### src/rtl/core/smt_pkg.sv
// ----------------------------------------------------------------------------
// smt_pkg
// Shared widths, codes and controller/datapath handshake types for the
// sparse matrix transpose unit.
// ----------------------------------------------------------------------------
package smt_pkg;

  // Field widths of the input and result transactions.
  localparam int IDX_W     = 10;
  localparam int DIM_W     = 11;
  localparam int VAL_W     = 32;
  localparam int CFG_IDX_W = 1;

  // Input opcodes.
  localparam logic OP_STORE = 1'b0;
  localparam logic OP_END   = 1'b1;

  // Configuration register indexes.
  localparam logic [CFG_IDX_W-1:0] REG_NUM_ROWS = 1'b0;
  localparam logic [CFG_IDX_W-1:0] REG_NUM_COLS = 1'b1;

  // Commands from the controller to the datapath.
  typedef struct packed {
    logic store;       // write the accepted term into the store
    logic start;       // load the header into the pending slot, reset the scan
    logic next_term;   // advance the term index
    logic next_col;    // wrap the term index and advance the column
    logic push_term;   // move pending result out, load the matched term
    logic push_final;  // move pending result out marked last, clear the count
  } cmd_t;

  // Status from the datapath to the controller.
  typedef struct packed {
    logic count_zero;  // no terms stored
    logic scan_empty;  // no columns to scan
    logic match;       // the term read this cycle lies in the current column
    logic can_push;    // the output register can take a result
    logic term_last;   // the term index is on the last stored term
    logic col_last;    // the column is the last one of the scan
  } status_t;

endpackage

### src/rtl/core/smt_in_if.sv
// ----------------------------------------------------------------------------
// smt_in_if
// Input channel: one stored term or an end-of-matrix marker per transaction.
// ----------------------------------------------------------------------------
interface smt_in_if import smt_pkg::*; ();

  logic                    valid;
  logic                    ready;
  logic                    opcode;
  logic [IDX_W-1:0]        term_row;
  logic [IDX_W-1:0]        term_col;
  logic signed [VAL_W-1:0] term_value;

  modport source (output valid, opcode, term_row, term_col, term_value, input ready);
  modport sink   (input valid, opcode, term_row, term_col, term_value, output ready);

endinterface

### src/rtl/core/smt_out_if.sv
// ----------------------------------------------------------------------------
// smt_out_if
// Result channel: a header or one transposed term per transaction.
// ----------------------------------------------------------------------------
interface smt_out_if import smt_pkg::*; ();

  logic                    valid;
  logic                    ready;
  logic                    is_header;
  logic [DIM_W-1:0]        out_row;
  logic [DIM_W-1:0]        out_col;
  logic signed [VAL_W-1:0] out_value;
  logic                    overflowed;
  logic                    last;

  modport source (output valid, is_header, out_row, out_col, out_value, overflowed, last,
                  input ready);
  modport sink   (input valid, is_header, out_row, out_col, out_value, overflowed, last,
                  output ready);

endinterface

### src/rtl/core/sparse_matrix_transpose_unit.sv
// Store transaction: accepted while idle; stores may arrive back to back.
// End transaction: per column, over min(num_cols, 2**min(INDEX_BITS, IDX_W))
// columns, each stored term is read and checked (single store read port),
// then the last result goes out; each result leaves when the next is found.
// Reset clears the controller, term count, overflow flag, configuration
// registers and output valid; the term store itself is not cleared.
// ----------------------------------------------------------------------------
// sparse_matrix_transpose_unit
// Collects sparse matrix terms in triplet form and emits the transpose by a
// column scan, preceded by a header with dimensions and term count.
// ----------------------------------------------------------------------------
module sparse_matrix_transpose_unit import smt_pkg::*; #(
  parameter int MAX_NONZERO = 32,
  parameter int INDEX_BITS  = 10
) (
  input  logic                 clk,
  input  logic                 rst,
  input  logic                 cfg_wen,
  input  logic [CFG_IDX_W-1:0] cfg_index,
  input  logic [DIM_W-1:0]     cfg_data,
  smt_in_if.sink               terms,
  smt_out_if.source            results
);

  cmd_t    cmd;
  status_t sts;

  // Controller.
  smt_ctrl u_ctrl (
    .clk      (clk),
    .rst      (rst),
    .in_valid (terms.valid),
    .opcode   (terms.opcode),
    .in_ready (terms.ready),
    .cmd      (cmd),
    .sts      (sts)
  );

  // Datapath.
  smt_dp #(
    .MAX_NONZERO (MAX_NONZERO),
    .INDEX_BITS  (INDEX_BITS)
  ) u_dp (
    .clk        (clk),
    .rst        (rst),
    .cfg_wen    (cfg_wen),
    .cfg_index  (cfg_index),
    .cfg_data   (cfg_data),
    .term_row   (terms.term_row),
    .term_col   (terms.term_col),
    .term_value (terms.term_value),
    .cmd        (cmd),
    .sts        (sts),
    .out_ready  (results.ready),
    .out_valid  (results.valid),
    .is_header  (results.is_header),
    .out_row    (results.out_row),
    .out_col    (results.out_col),
    .out_value  (results.out_value),
    .overflowed (results.overflowed),
    .last       (results.last)
  );

  // An end transaction starts the scan, so input is held off right after it.
  a_end_blocks_input: assert property (@(posedge clk) disable iff (rst)
    (terms.valid && terms.ready && terms.opcode == OP_END) |=> !terms.ready)
    else $error("input accepted right after an end transaction");

  // The header never reports more terms than the store holds.
  a_header_count: assert property (@(posedge clk) disable iff (rst)
    (results.valid && results.is_header) |-> (results.out_value <= MAX_NONZERO))
    else $error("header term count exceeds store capacity");

  // The controller never pushes a result while the output register is stuck.
  a_push_when_free: assert property (@(posedge clk) disable iff (rst)
    (cmd.push_term || cmd.push_final) |-> sts.can_push)
    else $error("result pushed into an occupied output register");

endmodule

### src/rtl/core/smt_ctrl.sv
// ----------------------------------------------------------------------------
// smt_ctrl
// Controller: accepts terms, then walks the column scan one stored term at a
// time and sequences the result pushes.
// ----------------------------------------------------------------------------
module smt_ctrl import smt_pkg::*; (
  input  logic    clk,
  input  logic    rst,
  input  logic    in_valid,
  input  logic    opcode,
  output logic    in_ready,
  output cmd_t    cmd,
  input  status_t sts
);

  localparam logic [1:0] ST_IDLE   = 2'd0;
  localparam logic [1:0] ST_READ   = 2'd1;
  localparam logic [1:0] ST_CHECK  = 2'd2;
  localparam logic [1:0] ST_FINISH = 2'd3;

  logic [1:0] state;
  logic [1:0] state_next;

  assign in_ready = (state == ST_IDLE);

  // Next state and command decode.
  always_comb begin
    state_next = state;
    cmd        = '0;
    case (state)
      ST_IDLE: begin
        if (in_valid) begin
          if (opcode == OP_STORE) begin
            cmd.store = 1'b1;
          end else begin
            cmd.start  = 1'b1;
            state_next = (sts.count_zero || sts.scan_empty) ? ST_FINISH : ST_READ;
          end
        end
      end
      ST_READ: begin
        // The store read issued here returns in the check cycle.
        state_next = ST_CHECK;
      end
      ST_CHECK: begin
        if (!(sts.match && !sts.can_push)) begin
          cmd.push_term = sts.match;
          if (sts.term_last) begin
            cmd.next_col = 1'b1;
            state_next   = sts.col_last ? ST_FINISH : ST_READ;
          end else begin
            cmd.next_term = 1'b1;
            state_next    = ST_READ;
          end
        end
      end
      ST_FINISH: begin
        if (sts.can_push) begin
          cmd.push_final = 1'b1;
          state_next     = ST_IDLE;
        end
      end
      default: begin
        state_next = ST_IDLE;
      end
    endcase
  end

  // State register.
  always_ff @(posedge clk) begin
    if (rst) begin
      state <= ST_IDLE;
    end else begin
      state <= state_next;
    end
  end

endmodule

### src/rtl/core/smt_dp.sv
// ----------------------------------------------------------------------------
// smt_dp
// Datapath: configuration registers, term store, scan counters, pending
// result slot and output register.
// ----------------------------------------------------------------------------
module smt_dp import smt_pkg::*; #(
  parameter int MAX_NONZERO = 32,
  parameter int INDEX_BITS  = 10
) (
  input  logic                    clk,
  input  logic                    rst,
  input  logic                    cfg_wen,
  input  logic [CFG_IDX_W-1:0]    cfg_index,
  input  logic [DIM_W-1:0]        cfg_data,
  input  logic [IDX_W-1:0]        term_row,
  input  logic [IDX_W-1:0]        term_col,
  input  logic signed [VAL_W-1:0] term_value,
  input  cmd_t                    cmd,
  output status_t                 sts,
  input  logic                    out_ready,
  output logic                    out_valid,
  output logic                    is_header,
  output logic [DIM_W-1:0]        out_row,
  output logic [DIM_W-1:0]        out_col,
  output logic signed [VAL_W-1:0] out_value,
  output logic                    overflowed,
  output logic                    last
);

  // Stored index width: indexes are masked to min(INDEX_BITS, IDX_W), ports carry IDX_W.
  localparam int SW     = (INDEX_BITS < IDX_W) ? INDEX_BITS : IDX_W;
  localparam int CW     = $clog2(MAX_NONZERO + 1);
  localparam int AW     = (MAX_NONZERO > 1) ? $clog2(MAX_NONZERO) : 1;
  localparam int WORD_W = 2 * SW + VAL_W;
  localparam logic [DIM_W-1:0] COL_LIMIT = DIM_W'(1 << SW);
  localparam logic [CW-1:0]    COUNT_MAX = CW'(MAX_NONZERO);

  logic [DIM_W-1:0]  num_rows;
  logic [DIM_W-1:0]  num_cols;
  logic [CW-1:0]     count;
  logic              ovf_flag;
  logic [WORD_W-1:0] mem [MAX_NONZERO];
  logic [WORD_W-1:0] rd_word;
  logic [AW-1:0]     term_idx;
  logic [DIM_W-1:0]  col_cnt;
  logic [DIM_W-1:0]  scan_end;
  logic              full;
  logic              push;

  logic              pend_header;
  logic [DIM_W-1:0]  pend_row;
  logic [DIM_W-1:0]  pend_col;
  logic [VAL_W-1:0]  pend_value;

  logic [SW-1:0]     rd_col;
  logic [SW-1:0]     rd_row;
  logic [VAL_W-1:0]  rd_value;

  assign {rd_col, rd_row, rd_value} = rd_word;

  assign full     = (count == COUNT_MAX);
  assign push     = cmd.push_term || cmd.push_final;
  assign scan_end = (num_cols < COL_LIMIT) ? num_cols : COL_LIMIT;

  // Status toward the controller.
  assign sts.count_zero = (count == '0);
  assign sts.scan_empty = (scan_end == '0);
  assign sts.match      = ({{(DIM_W - SW){1'b0}}, rd_col} == col_cnt);
  assign sts.can_push   = !out_valid || out_ready;
  assign sts.term_last  = ((CW'(term_idx) + CW'(1)) == count);
  assign sts.col_last   = ((col_cnt + DIM_W'(1)) == scan_end);

  // Configuration registers.
  always_ff @(posedge clk) begin
    if (rst) begin
      num_rows <= '0;
      num_cols <= '0;
    end else if (cfg_wen) begin
      case (cfg_index)
        REG_NUM_ROWS: num_rows <= cfg_data;
        REG_NUM_COLS: num_cols <= cfg_data;
        default: begin
        end
      endcase
    end
  end

  // Term count and sticky overflow flag.
  always_ff @(posedge clk) begin
    if (rst) begin
      count    <= '0;
      ovf_flag <= 1'b0;
    end else if (cmd.store) begin
      if (full) begin
        ovf_flag <= 1'b1;
      end else begin
        count <= count + CW'(1);
      end
    end else if (cmd.push_final) begin
      count <= '0;
    end
  end

  // Term store: one write port for loads, one registered read port for the scan.
  always_ff @(posedge clk) begin
    if (cmd.store && !full) begin
      mem[count[AW-1:0]] <= {term_col[SW-1:0], term_row[SW-1:0], term_value};
    end
    rd_word <= mem[term_idx];
  end

  // Scan counters: term index within a column, and the column itself.
  always_ff @(posedge clk) begin
    if (rst) begin
      term_idx <= '0;
      col_cnt  <= '0;
    end else if (cmd.start) begin
      term_idx <= '0;
      col_cnt  <= '0;
    end else if (cmd.next_col) begin
      term_idx <= '0;
      col_cnt  <= col_cnt + DIM_W'(1);
    end else if (cmd.next_term) begin
      term_idx <= term_idx + AW'(1);
    end
  end

  // Pending slot: holds the newest result until it is known whether another
  // one follows, which decides its last flag.
  always_ff @(posedge clk) begin
    if (cmd.start) begin
      pend_header <= 1'b1;
      pend_row    <= num_cols;
      pend_col    <= num_rows;
      pend_value  <= VAL_W'(count);
    end else if (cmd.push_term) begin
      pend_header <= 1'b0;
      pend_row    <= {{(DIM_W - SW){1'b0}}, rd_col};
      pend_col    <= {{(DIM_W - SW){1'b0}}, rd_row};
      pend_value  <= rd_value;
    end
  end

  // Output register.
  always_ff @(posedge clk) begin
    if (rst) begin
      out_valid <= 1'b0;
    end else if (push) begin
      out_valid <= 1'b1;
    end else if (out_ready) begin
      out_valid <= 1'b0;
    end
  end

  always_ff @(posedge clk) begin
    if (push) begin
      is_header  <= pend_header;
      out_row    <= pend_row;
      out_col    <= pend_col;
      out_value  <= pend_value;
      overflowed <= ovf_flag;
      last       <= cmd.push_final;
    end
  end

endmodule
### src/flat_wrapper.sv
// flat-port wrapper written by rule: the top's interface ports become plain ports
module sparse_matrix_transpose_unit_flat import smt_pkg::*;
#(
  parameter int MAX_NONZERO = 32,
  parameter int INDEX_BITS  = 10
)
  (clk, rst, cfg_wen, cfg_index, cfg_data, terms_valid, terms_opcode, terms_term_row, terms_term_col, terms_term_value, terms_ready, results_valid, results_is_header, results_out_row, results_out_col, results_out_value, results_overflowed, results_last, results_ready);
  smt_in_if terms_i ();
  smt_out_if results_i ();
  input  logic clk;
  input  logic rst;
  input  logic cfg_wen;
  input  logic [CFG_IDX_W-1:0] cfg_index;
  input  logic [DIM_W-1:0] cfg_data;
  input wire logic [$bits(terms_i.valid)-1:0] terms_valid;
  input wire logic [$bits(terms_i.opcode)-1:0] terms_opcode;
  input wire logic [$bits(terms_i.term_row)-1:0] terms_term_row;
  input wire logic [$bits(terms_i.term_col)-1:0] terms_term_col;
  input wire logic [$bits(terms_i.term_value)-1:0] terms_term_value;
  output wire logic [$bits(terms_i.ready)-1:0] terms_ready;
  output wire logic [$bits(results_i.valid)-1:0] results_valid;
  output wire logic [$bits(results_i.is_header)-1:0] results_is_header;
  output wire logic [$bits(results_i.out_row)-1:0] results_out_row;
  output wire logic [$bits(results_i.out_col)-1:0] results_out_col;
  output wire logic [$bits(results_i.out_value)-1:0] results_out_value;
  output wire logic [$bits(results_i.overflowed)-1:0] results_overflowed;
  output wire logic [$bits(results_i.last)-1:0] results_last;
  input wire logic [$bits(results_i.ready)-1:0] results_ready;
  assign terms_i.valid = terms_valid;
  assign terms_i.opcode = terms_opcode;
  assign terms_i.term_row = terms_term_row;
  assign terms_i.term_col = terms_term_col;
  assign terms_i.term_value = terms_term_value;
  assign terms_ready = terms_i.ready;
  assign results_valid = results_i.valid;
  assign results_is_header = results_i.is_header;
  assign results_out_row = results_i.out_row;
  assign results_out_col = results_i.out_col;
  assign results_out_value = results_i.out_value;
  assign results_overflowed = results_i.overflowed;
  assign results_last = results_i.last;
  assign results_i.ready = results_ready;
  sparse_matrix_transpose_unit #(.MAX_NONZERO(MAX_NONZERO), .INDEX_BITS(INDEX_BITS)) u_core (.clk(clk), .rst(rst), .cfg_wen(cfg_wen), .cfg_index(cfg_index), .cfg_data(cfg_data), .terms(terms_i), .results(results_i));
endmodule
### config.mk
export PLATFORM = sky130hd
export DESIGN_NAME = sparse_matrix_transpose_unit_flat
export DESIGN_NICKNAME = d
export VERILOG_FILES = /design/src/rtl/core/smt_pkg.sv /design/src/rtl/core/smt_in_if.sv /design/src/rtl/core/smt_out_if.sv /design/src/rtl/core/sparse_matrix_transpose_unit.sv /design/src/rtl/core/smt_ctrl.sv /design/src/rtl/core/smt_dp.sv /design/src/flat_wrapper.sv
export SDC_FILE = /design/constraint.sdc
export NUM_CORES = 2
export LEC_CHECK = 0
export BUFFER_PORTS_ARGS = -buffer_cell sky130_fd_sc_hd__buf_2
export CORE_ASPECT_RATIO = 0.6
export CORE_MARGIN = 5
export CORE_UTILIZATION = 55
export CTS_BUF_LIST = sky130_fd_sc_hd__clkbuf_8
export DETAILED_ROUTE_END_ITERATION = 7
export PLACE_DENSITY = 0.73
export RECOVER_POWER = 25
export SYNTH_ARGS = -nofsm -noshare
export SYNTH_HDL_FRONTEND = slang
export SYNTH_SLANG_ARGS = --single-unit
### constraint.sdc
create_clock -name clk -period 6.3 [get_ports clk]
set_clock_uncertainty 0.2 [all_clocks]
set_input_delay 0.63 -clock clk [delete_from_list [all_inputs] [get_ports clk]]
set_output_delay 0.63 -clock clk [all_outputs]
set_load 0.01 [all_outputs]
# After elaboration in Yosys (flattened, before gate mapping)
# Memories as Yosys holds them, arrays and structs flattened. A register that Yosys moved wholly into a read port is not among the register bits.
# Cells that the tools add are included.
# word_totals
reg_bits,160
mem_bits_rw,1664
n_memories,1
# memory_table
name,depth,word_bits,rd,rd_ports_with_merged_regs,wr,line,source
u_core.u_dp.mem,32,52,1,1,1,smt_dp.sv:42,logic [WORD_W-1:0] mem [MAX_NONZERO];
# classes
n_addsub,4
n_lt_le_gt_ge,1
n_eq_ne,12
n_mux,32
bitwise_logic,1
reduce_logical,21
# op_table
op,count
$mux 11,5
$mux 6,5
$mux 2,9
$add 11x1->11 const B,1
$eq 10x11->1,1
$eq 11x11->1,1
$logic_not 11->1,1
$lt 11x11->1 const B,1
$mux 1,10
$ne 2x2->1 const B,5
$pmux 2 s4,1
$reduce_and 2->1,4
$add 5x1->6 const B,1
$add 6x1->6 const B,1
$eq 6x6->1,1
$eq 6x6->1 const B,1
$logic_not 6->1,1
$mux 3,2
$reduce_bool 2->1,3
$add 5x1->5 const B,1
$eq 2x2->1 const B,2
$reduce_and 4->1,1
$logic_not 1->1,3
$logic_or 1x1->1,3
other kinds (6),7

# Longest topological paths before layout
# depth
word_depth,8
ltp_mapped,10

# Cells and area by module
# Synthesis repeated with hierarchy kept, for this count alone.
# hier_totals
hier_cells,3010
area_unflattened_um2,70650.3
# by_module_without_submodules
module,instances,cells_per_inst,area_per_inst_um2
smt_dp,1,2987,70467.6
smt_ctrl,1,23,182.7

# Worst setup path before layout
# No wires, ideal clock.
# synth_timing
path_type,input to register
startpoint,input terms_opcode
endpoint,memory u_core.u_dp.mem[0][0] (netlist name) (enable)
setup_time_ps,526
arrival_ps,4759
t_required_ps,5574
slack_ps,815
path_stages,3
path_buffers,0
path_cell_list,nor4b_1 nand2_1 nor3_1
# synth_via
elab_chain_cells,6
# synth_rtl
item,line,source
start: declaration,flat_wrapper.sv:16,input wire logic [$bits(terms_i.opcode)-1:0] terms_opcode;
$mux 1,smt_ctrl.sv:33,if (opcode == OP_STORE) begin
$mux 2,smt_ctrl.sv:32,if (in_valid) begin
$mux 2,smt_ctrl.sv:30,case (state)
$logic_and 1x1->1,smt_dp.sv:106,if (cmd.store && !full) begin
$mux 1,smt_dp.sv:106,
$mux 1 (not written as such),smt_dp.sv:107,"mem[count[AW-1:0]] <= {term_col[SW-1:0], term_row[SW-1:0], term_value};"
end: declaration,smt_dp.sv:42,
# No other way between the ends.

# Worst setup path after layout
# layout_timing
startpoint,register u_core.u_ctrl.state[1]
endpoint,memory u_core.u_dp.mem[30][12] (netlist name) (enable)
# layout_via
elab_chain_cells,5
# layout_rtl
item,line,source
start: declaration,smt_ctrl.sv:21,logic [1:0] state;
start signal: assignment,smt_ctrl.sv:74,state <= state_next;
$logic_not 2->1,smt_ctrl.sv:30,
$mux 2,smt_ctrl.sv:30,
$logic_and 1x1->1,smt_dp.sv:106,
$mux 1,smt_dp.sv:106,
$mux 1 (not written as such),smt_dp.sv:107,
# No other way between the ends.

==> impl_metrics.prom <==
# TYPE chip_impl_metric gauge
chip_impl_metric{name="detail_route.drc_violations",unit=""} 0
chip_impl_metric{name="numPortBuffers",unit=""} 128
chip_impl_metric{name="max_slew.worst_pin.slew",unit="ns"} 1.91
chip_impl_info{name="final_common_cell",value="sky130_fd_sc_hd__edfxtp_1"} 1
chip_impl_metric{name="critPathBufInv",unit=""} 1
chip_impl_metric{name="cp.arrival",unit="ns"} 4.45
chip_impl_info{name="synth.largest_area_cell",value="sky130_fd_sc_hd__edfxtp_1"} 1
chip_impl_metric{name="drtPass1Iterations",unit=""} 6
chip_impl_metric{name="preCtsSetupSlack",unit="ns"} 2.00
chip_impl_metric{name="worst_ir_drop_vdd",unit="V"} 0.000223
chip_impl_metric{name="post_cts_resized",unit=""} 0
chip_impl_metric{name="drv_slew",unit=""} 825
chip_impl_metric{name="layout-drive-gt1-share",unit="%"} 31.0
chip_impl_info{name="critical_path.cell_chain",value="nor4b_1 > and2_1 > nand2_1 > nor2_4 > buf_4"} 1
chip_impl_metric{name="netlist_instances",unit=""} 3046
chip_impl_metric{name="clock_path_buffers",unit=""} 4
chip_impl_metric{name="clk_latency",unit="ns"} 0.97
chip_impl_metric{name="synth_edf_count",unit=""} 1749
chip_impl_metric{name="pin_count",unit=""} 129
chip_impl_metric{name="hpwl",unit="um"} 93700
chip_impl_metric{name="rows",unit=""} 101
chip_impl_info{name="worst_r2r_startpoint",value="u_core.u_ctrl.state[1]$_SDFFE_PP0P_"} 1
chip_impl_metric{name="asyncSetResetFlopFracSynth",unit="%"} 0
chip_impl_metric{name="timing.final.setup_violations",unit=""} 0
chip_impl_metric{name="syn_to_final_growth",unit="%"} 12.1
chip_impl_info{name="violated_checks",value="capacitance limit, slew limit"} 1
chip_impl_metric{name="cts.repair_timing.setup_buffer_count",unit=""} 0
chip_impl_metric{name="multi_input_comb_area",unit="um^2"} 15000
chip_impl_metric{name="chipHeight",unit="um"} 287
chip_impl_info{name="run_status",value="complete, but fails checks"} 1
chip_impl_metric{name="clkSlewWorstSetupHoldPaths",unit="ns"} 0.07
chip_impl_metric{name="power.clock.fraction",unit="%"} 37.0
chip_impl_metric{name="synth.distinct_cells",unit=""} 50
chip_impl_metric{name="cts_buffers",unit=""} 275
chip_impl_metric{name="yosys_register_bits",unit=""} 1876
chip_impl_metric{name="die_area",unit="um^2"} 136000
chip_impl_metric{name="avg_inst_size_synth",unit="um^2"} 23.1
chip_impl_metric{name="overall_fraction_of_global_route_tracks_in_use",unit="%"} 24.6
chip_impl_metric{name="share_comb_of_total_power",unit="%"} 5.7
chip_impl_metric{name="initialDrtViolationCount",unit=""} 4713
chip_impl_info{name="worst_hold_path_type",value="flop to flop"} 1
chip_impl_metric{name="die_width",unit="um"} 472
chip_impl_metric{name="max_freq",unit="MHz"} 247
chip_impl_metric{name="detail-route-antenna-nets",unit=""} 0
chip_impl_info{name="layout.cells.most_common_list",value="sky130_fd_sc_hd__edfxtp_1 (1,749), sky130_fd_sc_hd__mux4_2 (520), sky130_fd_sc_hd__clkbuf_8 (294)"} 1
chip_impl_metric{name="timing.final.crit_period",unit="ns"} 4.04
chip_impl_info{name="synth_area_leaders",value="sky130_fd_sc_hd__edfxtp_1 (75%), sky130_fd_sc_hd__mux4_2 (17%), sky130_fd_sc_hd__dfxtp_1 (3.6%), sky130_fd_sc_hd__mux2_2 (1.2%), sky130_fd_sc_hd__nand2_1 (0.65%)"} 1
chip_impl_metric{name="finalWeightedCongestion",unit=""} 0.838
chip_impl_metric{name="cts_max_level",unit=""} 5
chip_impl_metric{name="vias_after_detailed_routing",unit=""} 34000
chip_impl_metric{name="synth.top_cell.area_share",unit="%"} 74.5
chip_impl_metric{name="cp_slowest_stage_delay",unit="ns"} 1.08
chip_impl_metric{name="mappedNetlistArea",unit="um^2"} 70500
chip_impl_metric{name="seqCellArea",unit="um^2"} 55100
chip_impl_metric{name="power.share.switching",unit="%"} 21.9
chip_impl_metric{name="drt-wirelength-per-cell",unit="um"} 31.0
chip_impl_info{name="hold_start",value="u_core.u_dp.pend_col[6]$_DFFE_PP_"} 1
chip_impl_metric{name="totalWireLength",unit="um"} 164000
chip_impl_metric{name="critPathRequiredTime",unit="ns"} 6.70
chip_impl_info{name="worstSetupEndpointType",value="flop"} 1
chip_impl_metric{name="powerDensity",unit="nW/um^2"} 305
chip_impl_metric{name="yosys_warnings",unit=""} 0
chip_impl_metric{name="finalHoldViolations",unit=""} 0
chip_impl_metric{name="global_route.overflow_total",unit=""} 0
chip_impl_metric{name="max_slew_headroom",unit="%"} -27.0
chip_impl_info{name="cp-startpoint",value="u_core.u_ctrl.state[1]$_SDFFE_PP0P_"} 1
chip_impl_metric{name="core_region_area",unit="um^2"} 127000
chip_impl_metric{name="num-fill-cells",unit=""} 8354
chip_impl_metric{name="global_route_wire_length_before_repair",unit="um"} 241000
chip_impl_info{name="cpLargestDelayFamily",value="simple AND/OR/NAND/NOR gates"} 1
chip_impl_metric{name="power_report.internal_total",unit="W"} 0.0188
chip_impl_metric{name="path_max_fanout",unit=""} 24
chip_impl_info{name="worst_path_max_delay_cell",value="sky130_fd_sc_hd__nor2_4"} 1
chip_impl_metric{name="min_period_over_period",unit="%"} 64.2
chip_impl_metric{name="max_cap_violations",unit=""} 25
chip_impl_info{name="yosys_most_used_dff",value="sky130_fd_sc_hd__edfxtp_1"} 1
chip_impl_metric{name="nNetsFinal",unit=""} 3499
chip_impl_metric{name="mappedNetlistNets",unit=""} 3122
chip_impl_info{name="tritoncts",value="done"} 1
chip_impl_info{name="timing.setup.critical_path_class",value="flop to flop"} 1
chip_impl_info{name="worst_setup_path_start_kind",value="flop"} 1
chip_impl_info{name="grt_setup_unrepaired",value="false"} 1
chip_impl_metric{name="cts.sinks",unit=""} 1876
chip_impl_metric{name="pin_count_of_the_biggest_net_entering_global_routing",unit=""} 151
chip_impl_metric{name="totalNegativeSetupSlack",unit="ns"} 0
chip_impl_info{name="clock_root_cell",value="sky130_fd_sc_hd__clkbuf_8"} 1
chip_impl_metric{name="viasPerCell",unit=""} 6.41
chip_impl_metric{name="power.leakage",unit="nW"} 24.5
chip_impl_metric{name="antenna_found_initial",unit=""} 16
chip_impl_metric{name="first_global_vias",unit=""} 34300
chip_impl_metric{name="total_switching_power",unit="W"} 0.00527
chip_impl_metric{name="share_seq_of_total_power",unit="%"} 57.3
chip_impl_metric{name="yosysSeqAreaShare",unit="%"} 78.1
chip_impl_metric{name="initial_utilization",unit="%"} 55.6
chip_impl_metric{name="layout_setup_ws",unit="ns"} 2.26
-- cell type report --
cell class | count | area share, %
diodes | 5 | 0.0158
clock buffers | 294 | 5.12
clock inverters | 162 | 0.993
inverters | 8 | 0.0475
multi-input cells | 1004 | 18.9
flip-flops and latches | 1876 | 69.7
well taps | 1699 | 2.69
repair buffers | 258 | 2.51
-- synth_stat cells (7+ instances only) --
master                     instances
sky130_fd_sc_hd__a21oi_1          66
sky130_fd_sc_hd__a31oi_1           7
sky130_fd_sc_hd__buf_1            17
sky130_fd_sc_hd__buf_2            58
sky130_fd_sc_hd__clkbuf_1         81
sky130_fd_sc_hd__dfxtp_1         127
sky130_fd_sc_hd__edfxtp_1       1749
sky130_fd_sc_hd__inv_1             7
sky130_fd_sc_hd__mux2_2           78
sky130_fd_sc_hd__mux4_2          520
sky130_fd_sc_hd__nand2_1         122
sky130_fd_sc_hd__nand3_1          22
sky130_fd_sc_hd__nor2_1           60
sky130_fd_sc_hd__nor3_1           12
sky130_fd_sc_hd__o21ai_0          11
sky130_fd_sc_hd__or3_1            10
sky130_fd_sc_hd__xnor2_1          16
sky130_fd_sc_hd__xor2_1           19
-- power by group through the flow --
| stage | combinational [W] | sequential, W | clock (W) |
|---|---|---|---|
| 2_1_floorplan | 0.000877 | 0.0140 | 0 |
| 3_3_place_gp | 0.00131 | 0.0141 | 0 |
| 6_report | 0.00137 | 0.0138 | 0.00892 |
| 5_1_grt | 0.00146 | 0.0138 | 0.00970 |
| 3_5_place_dp | 0.00134 | 0.0141 | 0 |
| 4_1_cts | 0.00139 | 0.0138 | 0.00906 |
-- cells by family (layout without fill, tap and decap cells) --
family / count (synthesis) / count (layout) / share of synthesized area [%]
XOR/XNOR: 35 / 35 / 0.435
other: 0 / 5 / 0
adder cells (fa/ha/maj): 6 / 6 / 0.106
flip-flops: 1876 / 1876 / 78.1
AO/OA/AOI/OAI: 99 / 99 / 0.802
AND/OR/NAND/NOR: 265 / 265 / 1.67
multiplexers: 599 / 599 / 17.9
buffers and inverters: 166 / 722 / 1.00
-- timing repair --
item / in CTS / in global routing
endpoints found under the setup margin: 0 / 0
endpoints found under the hold margin: 885 / 0
hold buffers: 72 / 0
-- flip-flops by register name, indices dropped and copies added (netlist names), 2 cells and up --
name and flops:
u_core.u_ctrl.state 2, u_core.u_dp.col_cnt 11, u_core.u_dp.count 6, u_core.u_dp.mem 1664, u_core.u_dp.num_cols 11, u_core.u_dp.num_rows 11, u_core.u_dp.out_col 11, u_core.u_dp.out_row 11
u_core.u_dp.out_value 32, u_core.u_dp.pend_col 11, u_core.u_dp.pend_row 11, u_core.u_dp.pend_value 32, u_core.u_dp.rd_word 52, u_core.u_dp.term_idx 5
-- stage by stage --
step           cell area, um^2  std cells  hold WS, ns  util [%]  power [W]
6_report                 79000       5306        0.217      62.3     0.0241
5_1_grt                  79000       5305        0.237      62.3     0.0250
4_1_cts                  79100       5301      0.00244      62.3     0.0243
3_5_place_dp             73500       4773        0.205      57.9     0.0154
3_3_place_gp             73500       4773        0.202      57.9     0.0154
2_1_floorplan            70500       3046        0.200         -     0.0149
-- per-layer routing --
metal | part of all wire, % | up-vias | routed length, um | GRT usage [%]
met2 | 46 | 2069 | 75400 | 36.3
met4 | 2.2 | 4 | 3660 | 6.88
met5 | 0.018 | - | 29 | 0
met3 | 11 | 263 | 17800 | 5.60
met1 | 41 | 18100 | 67500 | 37.7
li1 | - | 13600 | - | -
-- path summary, 6_finish.rpt --
path                                                           to  cells past startpoint  slack [ns]
worst max-delay path            u_core.u_dp.mem[30][12]$_DFFE_PP_                      5        2.26
worst min-delay path             u_core.u_dp.out_col[6]$_DFFE_PP_                      0        0.22
worst max register to register  u_core.u_dp.mem[30][12]$_DFFE_PP_                      5        2.26
worst min register to register   u_core.u_dp.out_col[6]$_DFFE_PP_                      0        0.22
Note: power is estimated with default switching activity, not from simulation.
